### src/design/tsa_pkg.sv
// tetrahedron surface area: shared widths
// no dependencies
`timescale 1ns / 1ps
`default_nettype none
package tsa_pkg;
  localparam int unsigned RootBits = 30;
  localparam int unsigned RadBits  = 60;
  localparam int unsigned AreaBits = 31;
  localparam int unsigned SumBits  = 32;
endpackage
`default_nettype wire

### src/design/tsa_sqrt_cell.sv
// one cell of the root chain: settles one result bit and hands on
// depends on tsa_pkg
`timescale 1ns / 1ps
`default_nettype none
module tsa_sqrt_cell import tsa_pkg::*; #(
  parameter int unsigned Step = 0
) (
  input  wire logic                 clk_i,
  input  wire logic [RadBits+7:0]   x_i,
  input  wire logic [RadBits+7:0]   res_i,
  output logic      [RadBits+7:0]   x_o,
  output logic      [RadBits+7:0]   res_o
);
  localparam int unsigned W = RadBits + 8;
  localparam logic [W-1:0] Bit = W'(1) << (2 * (33 - Step));
  logic [W-1:0] t;
  logic [W-1:0] x_q, res_q;
  assign t = res_i + Bit;
  always_ff @(posedge clk_i) begin
    if (x_i >= t) begin
      x_q   <= x_i - t;
      res_q <= (res_i >> 1) + Bit;
    end else begin
      x_q   <= x_i;
      res_q <= res_i >> 1;
    end
  end
  assign x_o = x_q;
  assign res_o = res_q;
endmodule
`default_nettype wire

### src/design/tsa_root.sv
// chain of root cells, one bit per cell
// depends on tsa_pkg, tsa_sqrt_cell
`timescale 1ns / 1ps
`default_nettype none
module tsa_root import tsa_pkg::*; (
  input  wire logic               clk_i,
  input  wire logic [RadBits-1:0] rad_i,
  output logic      [RootBits-1:0] root_o
);
  localparam int unsigned W = RadBits + 8;
  localparam int unsigned Cells = 34;
  logic [W-1:0] x_w [Cells+1];
  logic [W-1:0] r_w [Cells+1];
  assign x_w[0] = {rad_i, 8'd0};
  assign r_w[0] = '0;
  for (genvar g = 0; g < Cells; g++) begin : g_cell
    tsa_sqrt_cell #(.Step(g)) u_cell (
      .clk_i, .x_i(x_w[g]), .res_i(r_w[g]), .x_o(x_w[g+1]), .res_o(r_w[g+1]));
  end
  assign root_o = r_w[Cells][RootBits-1:0];
endmodule
`default_nettype wire

### config.mk
export PLATFORM = sky130hd
export DESIGN_NAME = tsa_root
export DESIGN_NICKNAME = d
export VERILOG_FILES = /design/src/design/tsa_pkg.sv /design/src/design/tsa_sqrt_cell.sv /design/src/design/tsa_root.sv
export SDC_FILE = /design/constraint.sdc
export NUM_CORES = 2
export LEC_CHECK = 0
export BUFFER_PORTS_ARGS = -buffer_cell sky130_fd_sc_hd__buf_2
export CAP_MARGIN = 5
export CORE_MARGIN = 10
export CORE_UTILIZATION = 60
export CTS_CLUSTER_SIZE = 25
export DETAILED_ROUTE_END_ITERATION = 6
export PLACE_DENSITY = 0.79
export SETUP_SLACK_MARGIN = 0.4
export SLEW_MARGIN = 20
export SYNTH_ARGS = -nofsm -noshare
export SYNTH_HDL_FRONTEND = slang
export SYNTH_SLANG_ARGS = --single-unit
### constraint.sdc
create_clock -name clk_i -period 3.8 [get_ports clk_i]
set_input_delay 0.38 -clock clk_i [delete_from_list [all_inputs] [get_ports clk_i]]
set_output_delay 0.38 -clock clk_i [all_outputs]
set_load 0.005 [all_outputs]
# [Yosys cells after proc, flatten, opt, wreduce, memory -nomap -nowiden]
# Cells that the tools add are included.
[word_totals] reg_bits=4518 input_bits=61 out_inout_bits=30 word_cells=300
[op_classes] add_sub_neg=99 order_cmp=34 n_mux=67
[ops] operator="greater-or-equal comparator 68 bit" count=33
[ops] operator="2-to-1 mux 68 bit" count=33
[ops] operator="2-to-1 mux 67 bit" count=33
[ops] operator="subtractor 68 bit" count=32
[ops] operator="adder 67 x 11 -> 68 bit (second input constant)" count=1
[ops] operator="adder 67 x 13 -> 68 bit (second input constant)" count=1
[ops] operator="adder 67 x 15 -> 68 bit (second input constant)" count=1
[ops] operator="adder 67 x 17 -> 68 bit (second input constant)" count=1
[ops] operator="adder 67 x 19 -> 68 bit (second input constant)" count=1
[ops] operator="adder 67 x 21 -> 68 bit (second input constant)" count=1
[ops] operator="adder 67 x 23 -> 68 bit (second input constant)" count=1
[ops] operator="adder 67 x 25 -> 68 bit (second input constant)" count=1
[ops] operator="adder 67 x 27 -> 68 bit (second input constant)" count=1
[ops] operator="adder 67 x 29 -> 68 bit (second input constant)" count=1
[ops] operator="adder 67 x 3 -> 68 bit (second input constant)" count=1
[ops] operator="adder 67 x 31 -> 68 bit (second input constant)" count=1
[ops] operator="adder 67 x 33 -> 68 bit (second input constant)" count=1
[ops] operator="adder 67 x 35 -> 68 bit (second input constant)" count=1
[ops] operator="adder 67 x 37 -> 68 bit (second input constant)" count=1
[ops] operator="adder 67 x 39 -> 68 bit (second input constant)" count=1
[ops] operator="adder 67 x 41 -> 68 bit (second input constant)" count=1
[ops] operator="adder 67 x 43 -> 68 bit (second input constant)" count=1
[ops] operator="adder 67 x 45 -> 68 bit (second input constant)" count=1
[ops] operator="adder 67 x 47 -> 68 bit (second input constant)" count=1
[ops] operator="other kinds (49)" count=49

# [Longest topological paths before layout]
[depth] ltp_word=3 ltp_mapped=15 depth_no_buf=14

# [By module]
# Synthesis repeated with hierarchy kept, for this count alone.
[unflattened] hier_cells=39581 hier_area_um2=310540.3
[by_module_without_submodules] mod="tsa_sqrt_cell at g_cell[33].u_cell" instances=1 cells_per_inst=1389 area_per_inst_um2=10517.6 seq_area_each_um2=2722.6
[by_module_without_submodules] mod="tsa_sqrt_cell at g_cell[30].u_cell" instances=1 cells_per_inst=1359 area_per_inst_um2=10413.7 seq_area_each_um2=2722.6
[by_module_without_submodules] mod="tsa_sqrt_cell at g_cell[26].u_cell" instances=1 cells_per_inst=1326 area_per_inst_um2=10129.7 seq_area_each_um2=2722.6
[by_module_without_submodules] mod="tsa_sqrt_cell at g_cell[32].u_cell" instances=1 cells_per_inst=1305 area_per_inst_um2=10119.7 seq_area_each_um2=2722.6
[by_module_without_submodules] mod="tsa_sqrt_cell at g_cell[31].u_cell" instances=1 cells_per_inst=1336 area_per_inst_um2=10118.5 seq_area_each_um2=2722.6
[by_module_without_submodules] mod="tsa_sqrt_cell at g_cell[29].u_cell" instances=1 cells_per_inst=1330 area_per_inst_um2=10072.2 seq_area_each_um2=2722.6
[by_module_without_submodules] mod="tsa_sqrt_cell at g_cell[28].u_cell" instances=1 cells_per_inst=1308 area_per_inst_um2=10063.4 seq_area_each_um2=2722.6
[by_module_without_submodules] mod="tsa_sqrt_cell at g_cell[27].u_cell" instances=1 cells_per_inst=1279 area_per_inst_um2=9826.9 seq_area_each_um2=2722.6
[by_module_without_submodules] mod="tsa_sqrt_cell at g_cell[20].u_cell" instances=1 cells_per_inst=1259 area_per_inst_um2=9806.9 seq_area_each_um2=2722.6
[by_module_without_submodules] mod="tsa_sqrt_cell at g_cell[22].u_cell" instances=1 cells_per_inst=1191 area_per_inst_um2=9680.5 seq_area_each_um2=2722.6
[by_module_without_submodules] mod="tsa_sqrt_cell at g_cell[25].u_cell" instances=1 cells_per_inst=1231 area_per_inst_um2=9616.7 seq_area_each_um2=2722.6
[by_module_without_submodules] mod="tsa_sqrt_cell at g_cell[23].u_cell" instances=1 cells_per_inst=1245 area_per_inst_um2=9586.7 seq_area_each_um2=2722.6
[by_module_without_submodules] mod="tsa_sqrt_cell at g_cell[24].u_cell" instances=1 cells_per_inst=1214 area_per_inst_um2=9421.5 seq_area_each_um2=2722.6
[by_module_without_submodules] mod="tsa_sqrt_cell at g_cell[16].u_cell" instances=1 cells_per_inst=1192 area_per_inst_um2=9297.7 seq_area_each_um2=2722.6
[by_module_without_submodules] mod="21 more rows"

# [Worst setup path after synthesis]
# OpenSTA, ideal clock, no wires.
[synth_path] kind="register to register" start="reg g_cell[28].u_cell.res_q[33]" end="reg g_cell[29].u_cell.x_q[63]" setup_ns=0.134 arrival_ns=3.178 t_required_ns=3.666 path_slack_ns=0.488 stages_incl_launch_ff=14 path_buffers=2 synth_period_minus_slack_ns=3.312 path_cell_list="dfxtp_1 -> inv_1 -> ha_1 -> clkbuf_1 -> nand4_1 -> nor3_1 -> nand3b_1 -> o311ai_0 -> nor2b_1 -> a211o_1 -> or4_1 -> clkbuf_1 -> nor4_1 -> xor2_1"
[synth_between] elab_chain_len=3 elab_cells_between_ends=4 cone_classes="2 x add/sub; 1 x order compare; 1 x mux"
[synth_lines] item="start, declared" line_no="tsa_sqrt_cell.sv:17" text="logic [W-1:0] x_q, res_q;"
[synth_lines] item="start signal, assigned" line_no="tsa_sqrt_cell.sv:22" text="res_q <= (res_i >> 1) + Bit;"
[synth_lines] item="start signal, assigned" line_no="tsa_sqrt_cell.sv:25" text="res_q <= res_i >> 1;"
[synth_lines] item="adder 68 x 9 -> 68 bit (*)" line_no="tsa_sqrt_cell.sv:18" text="assign t = res_i + Bit;"
[synth_lines] item="subtractor 68 bit / greater-or-equal comparator 68 bit (equally long branches)" line_no="tsa_sqrt_cell.sv:21, tsa_sqrt_cell.sv:20"
[synth_lines] item="2-to-1 mux 68 bit (*)" line_no="tsa_sqrt_cell.sv:20" text="if (x_i >= t) begin"
[synth_lines] item="end signal, assigned" line_no="tsa_sqrt_cell.sv:21" text="x_q <= x_i - t;"
[synth_lines] item="end signal, assigned" line_no="tsa_sqrt_cell.sv:24" text="x_q <= x_i;"
[synth_lines] item="end, declared" line_no="tsa_sqrt_cell.sv:17"
# Mark *: on every way between the ends. The rest lies on a longest branch, timed or not.
# A chain may end at the register's enable or synchronous reset.

# [Worst setup path in the final report]
[layout_path] start="reg g_cell[20].u_cell.res_q[46]" end="reg g_cell[21].u_cell.x_q[57]"
[layout_between] elab_chain_len=3 elab_cells_between_ends=4 cone_classes="2 x add/sub; 1 x order compare; 1 x mux"
[layout_lines] item="start, declared" line_no="tsa_sqrt_cell.sv:17"
[layout_lines] item="start signal, assigned" line_no="tsa_sqrt_cell.sv:22"
[layout_lines] item="start signal, assigned" line_no="tsa_sqrt_cell.sv:25"
[layout_lines] item="adder 68 x 25 -> 68 bit (*)" line_no="tsa_sqrt_cell.sv:18"
[layout_lines] item="subtractor 68 bit / greater-or-equal comparator 68 bit (equally long branches)" line_no="tsa_sqrt_cell.sv:21, tsa_sqrt_cell.sv:20"
[layout_lines] item="2-to-1 mux 68 bit (*)" line_no="tsa_sqrt_cell.sv:20"
[layout_lines] item="end signal, assigned" line_no="tsa_sqrt_cell.sv:21"
[layout_lines] item="end signal, assigned" line_no="tsa_sqrt_cell.sv:24"
[layout_lines] item="end, declared" line_no="tsa_sqrt_cell.sv:17"
# Marks and branches as above.

==> flow_summary_export.csv <==
group,metric,value,unit
worst_setup_path,reg2reg_slack,0.38,ns
placement,port_buffers,90,
clocking,clockRootBuffer,"clkbuf_16",
global_route,busiest_layer,"met2",
global_route,antenna_found_initial,26,
cells_and_area,area_growth,15.2,%
clocking,cts_tree,"yes",
timing,skew,0.0790,ns
run_status,violations,"DRC",
floorplanning,die_h,433,um
timing,post-route-period-util,0.900,
routing,first_pass_iters,7,
power_and_ir_drop,ir_worst_vdd,0.000652,V
worst_setup_path,cp_data_arrival_time,4.20,ns
synthesis,yosysWarnings,0,
clocking,numCtsBuffers,274,
power_and_ir_drop,p_leak,54.1,nW
floorplanning,num_rows,151,
synthesis,synth_top_cell_by_area,"dfxtp_1",
timing,hold_violations,0,
clocking,cts_max_level,5,
clocking,insertion_delay,0.91,ns
timing,drv_slew,0,
timing,tns,0,ns
cells_and_area,fillers,12300,
power_and_ir_drop,p_per_area,759,nW/um^2
routing,drc,2,
timing,slew_headroom,0.368,
clocking,cts.sinks,2580,
synthesis,async_reset_ff_frac,0,
global_route,grtUsageMet1,0.359,
routing,wl,274,mm
global_route,use_met2,0.466,
routing,avgViaCountPerCell,5.92,
clocking,clk_pin_slew,0.07,ns
timing,fmax,292,MHz
routing,wl_per_cell,20.5,um
timing,setup_viol,0,
cells_and_area,post-route-util,0.696,
floorplanning,io_pins,91,
run_status,status,"complete, but fails checks",
synthesis,synthCells,10600,
cells_and_area,layout.cells.most_common,"dfxtp_1",
synthesis,post_synth_instance_area,102000,sq um
floorplanning,fp.dieArea,187000,sq um
routing,vias,79300,
cells_and_area,nets,11600,
timing,tightest_slew,0.943,ns
routing,drtAntennaViolNets,0,
synthesis,yosys_register_bits,2580,
cells_and_area,layout.cells.non_filler,13400,
floorplanning,start_util,0.604,
routing,drt_iter0_drc,6997,
cells_and_area,layout_common_cells,"2568 x dfxtp_1, 759 x inv_1, 725 x nor2_1, 684 x nand2_1, 626 x a21oi_1",
floorplanning,core-area,169000,sq um
clocking,cts_max_path_buffers,4,
worst_setup_path,cp.required,4.58,ns
global_route,grt_pass1_vias,76900,
synthesis,avgSynthCellArea,9.70,sq um
power_and_ir_drop,p_total,89.4,mW
job,drv_cap,0,
worst_setup_path,setup.worst_path.class,"flop to flop",
synthesis,synthDistinctLibCells,96,
synthesis,synth_area_leaders,"dfxtp_1 50%, ha_1 7.6%, xor2_1 4.4%",
synthesis,synth_top_area_share,0.505,
placement,gp_congestion,0.955,
cells_and_area,multi_input_area,48600,sq um
global_route,grt_pass1_wl,421,mm
placement,dp_hpwl,200,mm
synthesis,synth_ff_type,"dfxtp_1",
timing,fin_crit,3.42,ns
min_path,holdCritPathClass,"primary input to flop",
worst_setup_path,cp-start-kind,"flop",
global_route,grt.overflow.total,0,
cells_and_area,seqCellArea,51700,sq um
cells_and_area,drive_gt1_frac,0.104,
worst_setup_path,crit_path_end_kind,"flop",
global_route,grt_usage,0.278,
global_route,grt_max_degree,57,
worst_setup_path,crit_fanout,11,
floorplanning,die_x,433,um
timing,rsz0062_at_grt,"yes",
global_route,use_met3,0.0575,
synthesis,ys_seq_area_frac,0.505,
synthesis,synth_edf_count,0,
placement,numPlacedInstances,12800,
synthesis,synth_nets,11200,
synth_stat cells (14+ instances only):
| library cell | n |
|---|---|
| xor2_1 | 516 |
| inv_1 | 760 |
| nand4_1 | 154 |
| nor3_1 | 285 |
| and3_1 | 67 |
| a21o_1 | 267 |
| mux2_2 | 70 |
| nor3b_1 | 27 |
| a2111oi_0 | 25 |
| buf_1 | 21 |
| nor2_1 | 731 |
| nand3b_1 | 33 |
| nand2_1 | 685 |
| and2_1 | 47 |
| o21bai_1 | 62 |
| o31ai_1 | 63 |
| o41ai_1 | 15 |
| or4_1 | 91 |
| or2_2 | 61 |
| nand4b_1 | 28 |
| o2111ai_1 | 22 |
| o211ai_1 | 55 |
| xnor2_1 | 462 |
| nor2b_1 | 91 |
| and4_1 | 16 |
| a41oi_1 | 16 |
| o21a_1 | 102 |
| nand2b_1 | 130 |
| ha_1 | 620 |
| clkbuf_1 | 175 |
| o21ai_0 | 514 |
| a211o_1 | 19 |
| o31a_1 | 14 |
| or3_1 | 106 |
| nand3_1 | 201 |
| nor4b_1 | 51 |
| a31o_2 | 19 |
| a21oi_1 | 643 |
| a21boi_0 | 20 |
| a211oi_1 | 55 |
| dfxtp_1 | 2580 |
| a31oi_1 | 66 |
| nor4_1 | 368 |
timing repair:
item | in CTS | in global routing
buffers inserted | 6 | 28
gates cloned | 1 | 3
resized for setup | 80 | 270
pin swaps | 11 | 73
setup endpoints to repair | 209 | 576
hold buffers | 61 | 0
hold endpoints to repair | 61 | 0
area by class of cell:
cell class	instances	area share
clock inverter	108	0.0129
clock buffer	360	0.0655
inverter	769	0.0245
antenna	7	0.000149
timing repair buffer	348	0.0227
tap	2218	0.0235
multi-input combinational	6990	0.412
sequential	2580	0.438
registers in the layout, summed over array words and instances, names as in the netlist:
register,count
g_cell.u_cell.x_o,1989
g_cell.u_cell.res_o,591
cells by family after synthesis:
kind of cell / count (synthesis) / share of synthesized area
fa+ha+maj: 623 / 0.0764
xor+xnor: 978 / 0.0837
flops: 2580 / 0.505
compound gates: 2085 / 0.127
buf+inv: 983 / 0.0366
mux: 80 / 0.00870
simple gates: 3221 / 0.163
path summary, 6_finish.rpt:
kind,startpoint,cells past startpoint,end
max,g_cell[20].u_cell.res_o[46],11,g_cell[21].u_cell.x_o[57]
max reg2reg,g_cell[20].u_cell.res_o[46],11,g_cell[21].u_cell.x_o[57]
min,rad_i[26],2,g_cell[0].u_cell.x_o[34]
min reg2reg,g_cell[22].u_cell.x_o[14],0,g_cell[23].u_cell.x_o[14]
where the power goes:
group | switching, mW | total [mW] | internal, mW
combinational | 12.7 | 22.5 | 9.84
sequential | 6.12 | 39.6 | 33.5
clock | 10.7 | 27.4 | 16.6
stage by stage:
step / setup WS [ns] / instance area (sq um) / hold WS (ns)
after global routing: 0.291 / 118000 / 0.0737
after global placement: -0.00155 / 106000 / 0.329
final: 0.381 / 118000 / 0.0791
after CTS: 0.403 / 116000 / 0.0352
after detailed placement: 0.00849 / 106000 / 0.328
after floorplan: 0.488 / 102000 / 0.322
routing by layer:
metal / vias to the layer above / share of wire
met5: - / 0.00013
met4: 6 / 0.032
met3: 657 / 0.077
met2: 2926 / 0.47
met1: 37900 / 0.42
li1: 37800 / -
worst max-delay path, cell delays in order, from the launching register on:
cell     delay [ns]
dfxtp_2        0.44
inv_1          0.07
ha_2           0.39
and4b_1        0.31
and4_1         0.28
and4_1         0.27
a31oi_2        0.15
nand3_1        0.18
o21ai_0        0.10
a31o_2         0.35
nor4_1         0.40
xor2_1         0.36
Note: power is estimated with default switching activity, not from simulation.
